[config.mk]
export PLATFORM = sky130hd
export DESIGN_NAME = btti_div
export DESIGN_NICKNAME = d
export VERILOG_FILES = /design/src/btti_pkg.sv /design/src/btti_div.sv
export SDC_FILE = /design/constraint.sdc
export NUM_CORES = 1
export LEC_CHECK = 0
export ABC_AREA = 1
export BUFFER_PORTS_ARGS = -buffer_cell sky130_fd_sc_hd__buf_2
export CAP_MARGIN = 10
export CORE_MARGIN = 1
export CORE_UTILIZATION = 40
export DETAILED_ROUTE_END_ITERATION = 10
export SLEW_MARGIN = 5
export SYNTH_ARGS = -nofsm -noshare
export SYNTH_HDL_FRONTEND = slang
export SYNTH_SLANG_ARGS = --single-unit
[constraint.sdc]
create_clock -name clk -period 12 [get_ports clk]
set_input_delay 3.6 -clock clk [delete_from_list [all_inputs] [get_ports clk]]
set_output_delay 3.6 -clock clk [all_outputs]
set_load 0.01 [all_outputs]
[src/btti_pkg.sv]
`timescale 1ns / 1ps
`default_nettype none
// ----------------------------------------------------------------------------
// btti_pkg
// Shared widths, commands, status codes, register indices and divider request of the bowtie thickness block.
// ----------------------------------------------------------------------------
package btti_pkg;
  localparam int DefTableDepth = 128;
  localparam int CosW = 17;
  localparam int ThkW = 20;
  localparam int DirW = 16;
  localparam int PathW = 24;
  localparam int StatW = 2;

  localparam logic CMD_WRITE = 1'b0;
  localparam logic CMD_QUERY = 1'b1;

  localparam logic [1:0] ST_INTERP = 2'd0;
  localparam logic [1:0] ST_BELOW = 2'd1;
  localparam logic [1:0] ST_ABOVE = 2'd2;
  localparam logic [1:0] ST_ZERO = 2'd3;

  localparam logic [1:0] REG_MODE = 2'd0;
  localparam logic [1:0] REG_SIZE = 2'd1;
  localparam logic [1:0] REG_STEP = 2'd2;

  // serial divider request
  typedef struct packed {
    logic        start;
    logic [63:0] num;
    logic [31:0] den;
    logic [6:0]  bits;
  } div_req_t;
endpackage
`default_nettype wire

[src/btti_div.sv]
`timescale 1ns / 1ps
`default_nettype none
// ----------------------------------------------------------------------------
// btti_div
// Restoring divider, one quotient bit per cycle, shared by all divisions.
// ----------------------------------------------------------------------------
module btti_div (
  input  wire logic              clk,
  input  wire logic              rst,
  input  wire btti_pkg::div_req_t req,
  output logic                   busy,
  output logic                   done,
  output logic [63:0]            quo
);
  import btti_pkg::*;

  logic [63:0] num;
  logic [32:0] rem;
  logic [31:0] den;
  logic [6:0]  cnt;
  logic [32:0] trial;

  assign trial = {rem[31:0], num[63]} - {1'b0, den};

  always_ff @(posedge clk) begin
    done <= 1'b0;
    if (rst) begin
      busy <= 1'b0;
      cnt  <= '0;
    end else if (req.start) begin
      busy <= 1'b1;
      rem  <= '0;
      den  <= req.den;
      cnt  <= req.bits;
      // left-align the numerator's used bits
      num  <= req.num << (7'd64 - req.bits);
      quo  <= '0;
    end else if (busy) begin
      if (!trial[32]) rem <= trial;
      else rem <= {rem[31:0], num[63]};
      num <= num << 1;
      quo <= {quo[62:0], ~trial[32]};
      cnt <= cnt - 7'd1;
      if (cnt == 7'd1) begin
        busy <= 1'b0;
        done <= 1'b1;
      end
    end
  end
endmodule
`default_nettype wire

==> flow_summary.toml <==
[clock_network]
ctsResizeCount = 0
cts_root_buf = "clkbuf_16"
htreeDepth = 1
cts_buffers = 25
clk_pin_slew_worst_paths_ps = 60
clock_sinks = 201
cts_tree = "done"
clockBufferDepth = 3
postCtsHoldBufs = 0
cts_setup_buffers = 0
clock_latency_ps = 550

[worst_setup_path]
ff2ff_path_depth = 16
path_max_fanout = 66
r2r_slack_ps = 8630
startpoint_type = "primary input"
r2r-end = "rem[19]"
cp-end-kind = "flop"
worstReg2RegStart = "den[0]"
cp.arrival_ps = 7640
required_ps = 12290
path_class = "primary input to flop"

[synthesis]
synth_top_area_share_pct = 40.0
synth.area.top_cells = "edfxtp_1, nand2_1, nand3_1"
synth_top_flop_cell = "edfxtp_1"
synth_edf_count = 192
yosysWarnings = 0
synthSimpleGateAreaFrac_pct = 39.4
synth_top_family_by_area = "simple AND/OR/NAND/NOR gates"
synthXorXnorAreaFrac_pct = 1.50
synthArstFlopShare_pct = 0
synth_compound_area_share_pct = 4.94
ys_seq_area_share_pct = 41.3
synth_largest_area_cell = "edfxtp_1"
yosysMostFrequentCell = "nand2_1"
avgSynthCellArea_um2 = 6.86
synthAdderAreaFrac_pct = 3.18
syn_nets = 2241
ys_ff_latch = 201
synthDistinctLibCells = 42
synth_common_cells = "nand2_1, nand3_1, inv_1, nor2_1, edfxtp_1"
syn_inst = 2099
syn_area_mm2 = 0.0144
muxShareOfSynthArea_pct = 0

[detailed_routing]
dr.pass1.iters = 6
viasPerCell = 5.10
vias = 13700
wl_mm = 42.4
drcViolationCount = 0
drt-wirelength-per-cell_um = 15.8
drt_iter0_markers = 1087
ant_nets = 0

[hold_path]
min_from = "cnt[6]"
whs_path_depth = 2
whs_endpoint = "cnt[6]"
hp-class = "flop to flop"

[grt]
grt_max_degree = 77
grt_pass1_vias = 13100
grtUsageTotal_pct = 23.0
grt_pass1_wl_mm = 66.8
antenna_found_initial = 0
overflow = 0

[placement]
place_inst = 2643
place_hpwl_mm = 30.4
portBuffers = 171
placed_cell_area_mm2 = 0.0155
gp_congestion = 0.956

[die]
core_mm2 = 0.0355
rows = 69
initial_core_util_pct = 40.6
dieArea_mm2 = 0.0368
chipWidth_um = 192
io_pins = 172
die_h_um = 192

[sta]
tns_ps = 0
setup-violations-final = 0
max_freq_ghz = 0.136
maxSlewHeadroom_pct = 25.3
layout_min_cycle_time_ps = 7350
rsz0062_at_grt = "false"
slew_violations = 0
tightestPinTransition_ps = 1120
fin_crit_sh_pct = 61.2
hold_viol = 0
finClkSkew_ps = 15.9

[outcome]
outcome = "finished, final reports clean"

[finish]
fin_cells = 2688
antenna_cells = 0
area_growth_pct = 13.8
nNetsFinal = 2351
layout-drive-gt1-share_pct = 12.5
fin_util_pct = 46.2
final_cell_area_mm2 = 0.0164

[power_and_ir_drop]
p_leak_nw = 8.13
power_w = 0.00229
ir_drop_mv = 0.113
power.density_mw_per_mm2 = 140

[run]
cap_violations = 0
layout make-up:
type                       count  area [um2]
fill                        3637       19100
multi-input combinational   1538        7090
sequential                   201        5950
inverter                     263         987
timing repair buffer         180         923
clock buffer                  31         658
tap                          461         577
clock inverter                14         211
sequential cells by signal (all words and copies together) (netlist names):
name / count
quo: 64
num: 64
done: 1
den: 32
cnt: 7
busy: 1
rem: 32
worst max-delay path, cell delays in order:
cell	delay, ps
buf_2	630
inv_2	580
ha_2	430
xnor2_4	150
buf_4	550
inv_2	630
nand3_1	250
nand2_1	110
o21ai_1	270
nand2_1	100
nand3_1	130
nand3_1	90
cell families (layout without fill, tap and decap cells):
group | Yosys count | after routing
and+or+nand+nor | 1349 | 1349
buffers and inverters | 360 | 488
DFF | 201 | 201
AOI/OAI and AO/OA | 130 | 130
adders and majority gates | 36 | 36
xor gates and xnor gates | 23 | 23
placed cells by master (no fill, tap or decap), drive strengths merged, types with 20 or more instances in the layout:
| cell | count |
|---|---|
| nand2 | 751 |
| nand3 | 332 |
| inv | 265 |
| nor2 | 197 |
| edfxtp | 192 |
| buf | 180 |
| o21ai | 79 |
| or2 | 42 |
| ha | 35 |
| clkbuf | 31 |
| a21oi | 27 |
| xor2 | 20 |
layer usage:
metal / track usage, % / share of wire, % / routed length [um] / up-vias
met5: 0 / 0 / 0 / -
met4: 7.94 / 3.3 / 1420 / 0
met3: 4.04 / 4.8 / 2030 / 71
met2: 40.4 / 49 / 21000 / 318
met1: 28.2 / 42 / 18000 / 6369
li1: - / - / - / 6949
metrics by stage:
step / hold WS [ps] / worst slack (ps)
2_1_floorplan: 464 / 634
3_3_place_gp: 479 / 4330
3_5_place_dp: 484 / 4220
4_1_cts: 494 / 4800
5_1_grt: 521 / 4200
6_report: 493 / 4650
report_power, final:
| part | internal [W] | leakage, nW | switching [W] |
|---|---|---|---|
| registers | 0.000837 | 1.94 | 0.0000218 |
| logic | 0.000193 | 5.76 | 0.000426 |
| clock network | 0.000498 | 0.429 | 0.000313 |
how the worst max path moves through the flow:
| stage | from | endpoint | slack (ps) | cells past startpoint |
|---|---|---|---|---|
| 4_1_cts | req[0] | num[54] | 4800 | 12 |
| 3_5_place_dp | req[0] | num[54] | 4220 | 12 |
| 3_3_place_gp | req[0] | num[38] | 4330 | 12 |
| 6_report | req[0] | num[63] | 4650 | 12 |
| 5_1_grt | req[0] | num[62] | 4200 | 12 |
| 2_1_floorplan | req[103] | num[0] | 630 | 3 |
Note: power is estimated with default switching activity, not from simulation.
