**src/btti_pkg.sv**
```systemverilog
`timescale 1ns / 1ps
`default_nettype none
// ----------------------------------------------------------------------------
// btti_pkg
// Shared widths, commands, status codes, register indices and divider request of the bowtie thickness block.
// ----------------------------------------------------------------------------
package btti_pkg;
  localparam int DefTableDepth = 128;
  localparam int CosW = 17;
  localparam int ThkW = 20;
  localparam int DirW = 16;
  localparam int PathW = 24;
  localparam int StatW = 2;

  localparam logic CMD_WRITE = 1'b0;
  localparam logic CMD_QUERY = 1'b1;

  localparam logic [1:0] ST_INTERP = 2'd0;
  localparam logic [1:0] ST_BELOW = 2'd1;
  localparam logic [1:0] ST_ABOVE = 2'd2;
  localparam logic [1:0] ST_ZERO = 2'd3;

  localparam logic [1:0] REG_MODE = 2'd0;
  localparam logic [1:0] REG_SIZE = 2'd1;
  localparam logic [1:0] REG_STEP = 2'd2;

  // serial divider request
  typedef struct packed {
    logic        start;
    logic [63:0] num;
    logic [31:0] den;
    logic [6:0]  bits;
  } div_req_t;
endpackage
`default_nettype wire

```
**src/btti_sqrt.sv**
```systemverilog
`timescale 1ns / 1ps
`default_nettype none
// ----------------------------------------------------------------------------
// btti_sqrt
// Digit-by-digit integer square root, one result bit per cycle.
// ----------------------------------------------------------------------------
module btti_sqrt (
  input  wire logic        clk,
  input  wire logic        rst,
  input  wire logic        start,
  input  wire logic [33:0] val,
  output logic             done,
  output logic [16:0]      root
);
  import btti_pkg::*;

  logic [33:0] v;
  logic [19:0] rem;
  logic [16:0] res;
  logic [4:0]  cnt;
  logic        busy;
  logic [19:0] cur;
  logic [19:0] tr;

  assign cur = {rem[17:0], v[33:32]};
  assign tr  = cur - {1'b0, res, 2'b01};

  always_ff @(posedge clk) begin
    done <= 1'b0;
    if (rst) begin
      busy <= 1'b0;
      cnt  <= '0;
    end else if (start) begin
      busy <= 1'b1;
      v    <= val;
      rem  <= '0;
      res  <= '0;
      cnt  <= 5'd17;
    end else if (busy) begin
      v <= v << 2;
      if (!tr[19]) begin
        rem <= tr;
        res <= {res[15:0], 1'b1};
      end else begin
        rem <= cur;
        res <= {res[15:0], 1'b0};
      end
      cnt <= cnt - 5'd1;
      if (cnt == 5'd1) begin
        busy <= 1'b0;
        done <= 1'b1;
      end
    end
  end

  assign root = res;
endmodule
`default_nettype wire

```
**config.mk**
```make
export PLATFORM = sky130hd
export DESIGN_NAME = btti_sqrt
export DESIGN_NICKNAME = d
export VERILOG_FILES = /design/src/btti_pkg.sv /design/src/btti_sqrt.sv
export SDC_FILE = /design/constraint.sdc
export NUM_CORES = 1
export LEC_CHECK = 0
export ABC_AREA = 1
export BUFFER_PORTS_ARGS = -buffer_cell sky130_fd_sc_hd__buf_2
export CORE_MARGIN = 5
export CORE_UTILIZATION = 50
export CTS_BUF_LIST = sky130_fd_sc_hd__clkbuf_4 sky130_fd_sc_hd__clkbuf_8 sky130_fd_sc_hd__clkbuf_16
export CTS_CLUSTER_DIAMETER = 50
export DETAILED_ROUTE_END_ITERATION = 10
export PLACE_DENSITY = 0.7
export SLEW_MARGIN = 25
export SYNTH_ARGS = -nofsm -noshare
export SYNTH_HDL_FRONTEND = slang
export SYNTH_SLANG_ARGS = --single-unit
```
**constraint.sdc**
```tcl
create_clock -name clk -period 6.3 [get_ports clk]
set_clock_uncertainty 0.1 [all_clocks]
set_input_delay 0.63 -clock clk [delete_from_list [all_inputs] [get_ports clk]]
set_output_delay 0.63 -clock clk [all_outputs]
set_load 0.01 [all_outputs]
```
==> flow_metrics.py <==
metrics = {
    "run_status": {
        "run_status": "finished clean",
    },
    "floorplanning": {
        "placement_rows": 34,
        "floorplan.initialDensity": 0.515,
        "core_area_um2": 8720,
        "dieWidth_um": 105,
        "floorplan.die.height_um": 105,
        "die_area_um2": 11000,
        "design.portCount": 55,
    },
    "timing": {
        "finalCritPeriodShare": 0.582,
        "grt_setup_unrepaired": "false",
        "achievable-frequency_mhz": 273,
        "timing.slew.headroom": 0.331,
        "worst_slew_pin_slew_ns": 1.00,
        "report.final.setup_viol": 0,
        "setup_tns_ns": 0,
        "post-route-min-period_ns": 3.66,
        "report.final.hold_viol_count": 0,
        "maxSlewViolCount": 0,
    },
    "clocking": {
        "cts_buffers": 9,
        "cts_tree": "done",
        "clock_latency_ns": 0.35,
        "post_cts_resized": 0,
        "root_buffer_selected_by_cts": "clkbuf_8",
        "cts_max_path_buffers": 2,
        "cts_max_level": 3,
        "holdBufCountCts": 0,
        "postCtsSetupRepairBufs": 0,
        "clk_pin_slew_ns": 0.08,
        "clock_sink_count": 76,
    },
    "grt": {
        "first_global_vias": 3330,
        "grt_util_met3": 0.0314,
        "use_met1": 0.208,
        "grt.busiest_layer": "met2",
        "grt_use_met2": 0.270,
        "global_route.usage.total": 0.162,
        "gr-total-overflow": 0,
        "grt_antenna_before_repair": 0,
        "grt_max_degree": 56,
        "grt_pass1_wl_um": 14800,
    },
    "power": {
        "powerDensity_nw_per_um2": 278,
        "p_leak_nw": 2.57,
        "power_mw": 1.41,
        "maximum_vdd_drop_mv": 0.176,
    },
    "synth": {
        "postSynthRegisterBits": 76,
        "fraction_of_registers_with_async_set_reset": 0,
        "synth_nets": 607,
        "syn_avg_cell_area_um2": 8.17,
        "mappedNetlistArea_um2": 4490,
        "synth_cell_type_count": 35,
        "synthesis.instances": 550,
        "synth_enable_flop_cells": 69,
        "synth-warning-count": 0,
        "ys_seq_area_frac": 0.492,
        "synth_ff_type": "edfxtp_1",
    },
    "worst_setup_path": {
        "r2r_start": "root[12]",
        "timing.setup.critical_path_class": "in2reg",
        "critical_path.startpoint_type": "primary input",
        "critical_path.startpoint": "start",
        "required_ns": 6.19,
        "setup.reg_to_reg.worst_slack_ns": 3.85,
        "worst-r2r-cell-count": 10,
        "critical_path.max_fanout": 55,
        "critical_path_arrival_ns": 3.55,
        "cp-end-kind": "flop",
    },
    "drt": {
        "via_count": 3453,
        "drt_drc_violations_left": 0,
        "antenna_left": 0,
        "totalWireLength_um": 8710,
        "drt_first_iter_violations": 165,
        "drtPass1Iterations": 4,
        "route.detailed.vias_per_inst": 4.82,
        "avgRoutedWirePerCell_um": 12.2,
    },
    "placed_design": {
        "hpwlAfterDp_um": 6130,
        "finalWeightedCongestion": 0.887,
        "place.port_buffers": 54,
    },
    "min_path": {
        "hold-path-cell-count": 2,
        "hold_start": "cnt[4]",
        "holdCritPathClass": "reg2reg",
    },
    "cells_and_area": {
        "nNetsFinal": 660,
        "final_layout_size_suffix_gt1_frac": 0.184,
        "diode_insertion_count_for_antenna_repair": 0,
        "area_delta_synth_final_pct": 13.2,
    },
    "job": {
        "max_cap_viol_count": 0,
    },
}
## path summary, 6_finish.rpt
check                           endpoint
worst max-delay path               v[16]
worst min-delay path              cnt[4]
worst max register to register    rem[4]
worst min register to register    cnt[4]
## area by class of cell
| cell class | instances | area, µm² |
|---|---|---|
| fill | 779 | 3640 |
| sequential | 76 | 2210 |
| clock inverter | 6 | 113 |
| timing repair buffer | 55 | 278 |
| clock buffer | 10 | 131 |
| inverter | 76 | 285 |
| tap | 108 | 135 |
| multi-input combinational | 385 | 1930 |
## per-stage QoR
stage               area (µm²)  cells  hold WS [ns]   util  setup slack [ns]
detailed placement        4840    700         0.368  0.555              2.22
finish                    5080    716         0.383  0.583              2.64
global route              5080    716         0.388  0.583              2.31
CTS                       5080    716         0.375  0.583              2.59
global placement          4840    700         0.360  0.555              2.35
floorplan                 4490    550         0.342      -              1.27
## report_power, final
group | leakage, nW | switching (mW) | internal (mW)
Combinational | 1.72 | 0.215 | 0.117
Clock | 0.124 | 0.193 | 0.268
Sequential | 0.727 | 0.0169 | 0.601
## registers in the layout, indices dropped and copies added (netlist names)
name / count
v: 34
rem: 18
root: 17
cnt: 5
busy: 1
done: 1
## layout by cell type (no fill, tap or decap), types with 2 or more instances in the layout
cell	count
nand2_1	206
inv_1	74
edfxtp_1	69
nor2_1	61
buf_2	54
ha_1	20
nand3_1	16
a21oi_1	13
nand2_2	12
nor2_2	12
clkbuf_8	9
nand2_4	7
xor2_1	7
dfxtp_1	7
o21ai_0	6
nor3_1	4
a21o_1	3
bufinv_16	3
inv_2	2
a21oi_2	2
nor2_4	2
nand3b_1	2
clkinv_4	2
## cells by family (layout without fill, tap and decap cells)
| group | count (synthesis) | in the layout | share of synthesized area |
|---|---|---|---|
| AND/OR/NAND/NOR | 329 | 329 | 0.320 |
| buffers and inverters | 89 | 147 | 0.0805 |
| flip-flops | 76 | 76 | 0.492 |
| AO/OA/AOI/OAI | 28 | 28 | 0.0359 |
| adder cells (fa/ha/maj) | 20 | 20 | 0.0557 |
| XOR/XNOR | 8 | 8 | 0.0156 |
## worst max-delay path, stage by stage
cell and delay (ns):
buf_2 0.68, inv_2 0.66, a21oi_4 0.92, buf_4 0.60
## routing by layer
metal / part of all wire / up-vias / wire length (µm)
met5: 0 / - / 0
met4: 0.022 / 0 / 195
met3: 0.051 / 16 / 440
met2: 0.46 / 76 / 4000
met1: 0.47 / 1531 / 4070
li1: - / 1830 / -
## synthesized netlist by cell type (2+ instances only)
library cell  number  area share
nor2_4             2      0.0050
nand2_1          206        0.17
edfxtp_1          69        0.46
nand3_1           16       0.018
a21oi_2            2      0.0039
nor3_1             4      0.0045
nand2_2           12       0.017
inv_1             74       0.062
dfxtp_1            7       0.031
nand2_4            7       0.018
xor2_1             7       0.014
nand3b_1           2      0.0033
nor2_1            61       0.051
a21oi_1           14       0.016
inv_2              2      0.0017
o21ai_0            6      0.0067
ha_1              20       0.056
a21o_1             3      0.0050
clkbuf_1           9      0.0075
nor2_2            12       0.017
(Power assumes the default switching activity.)
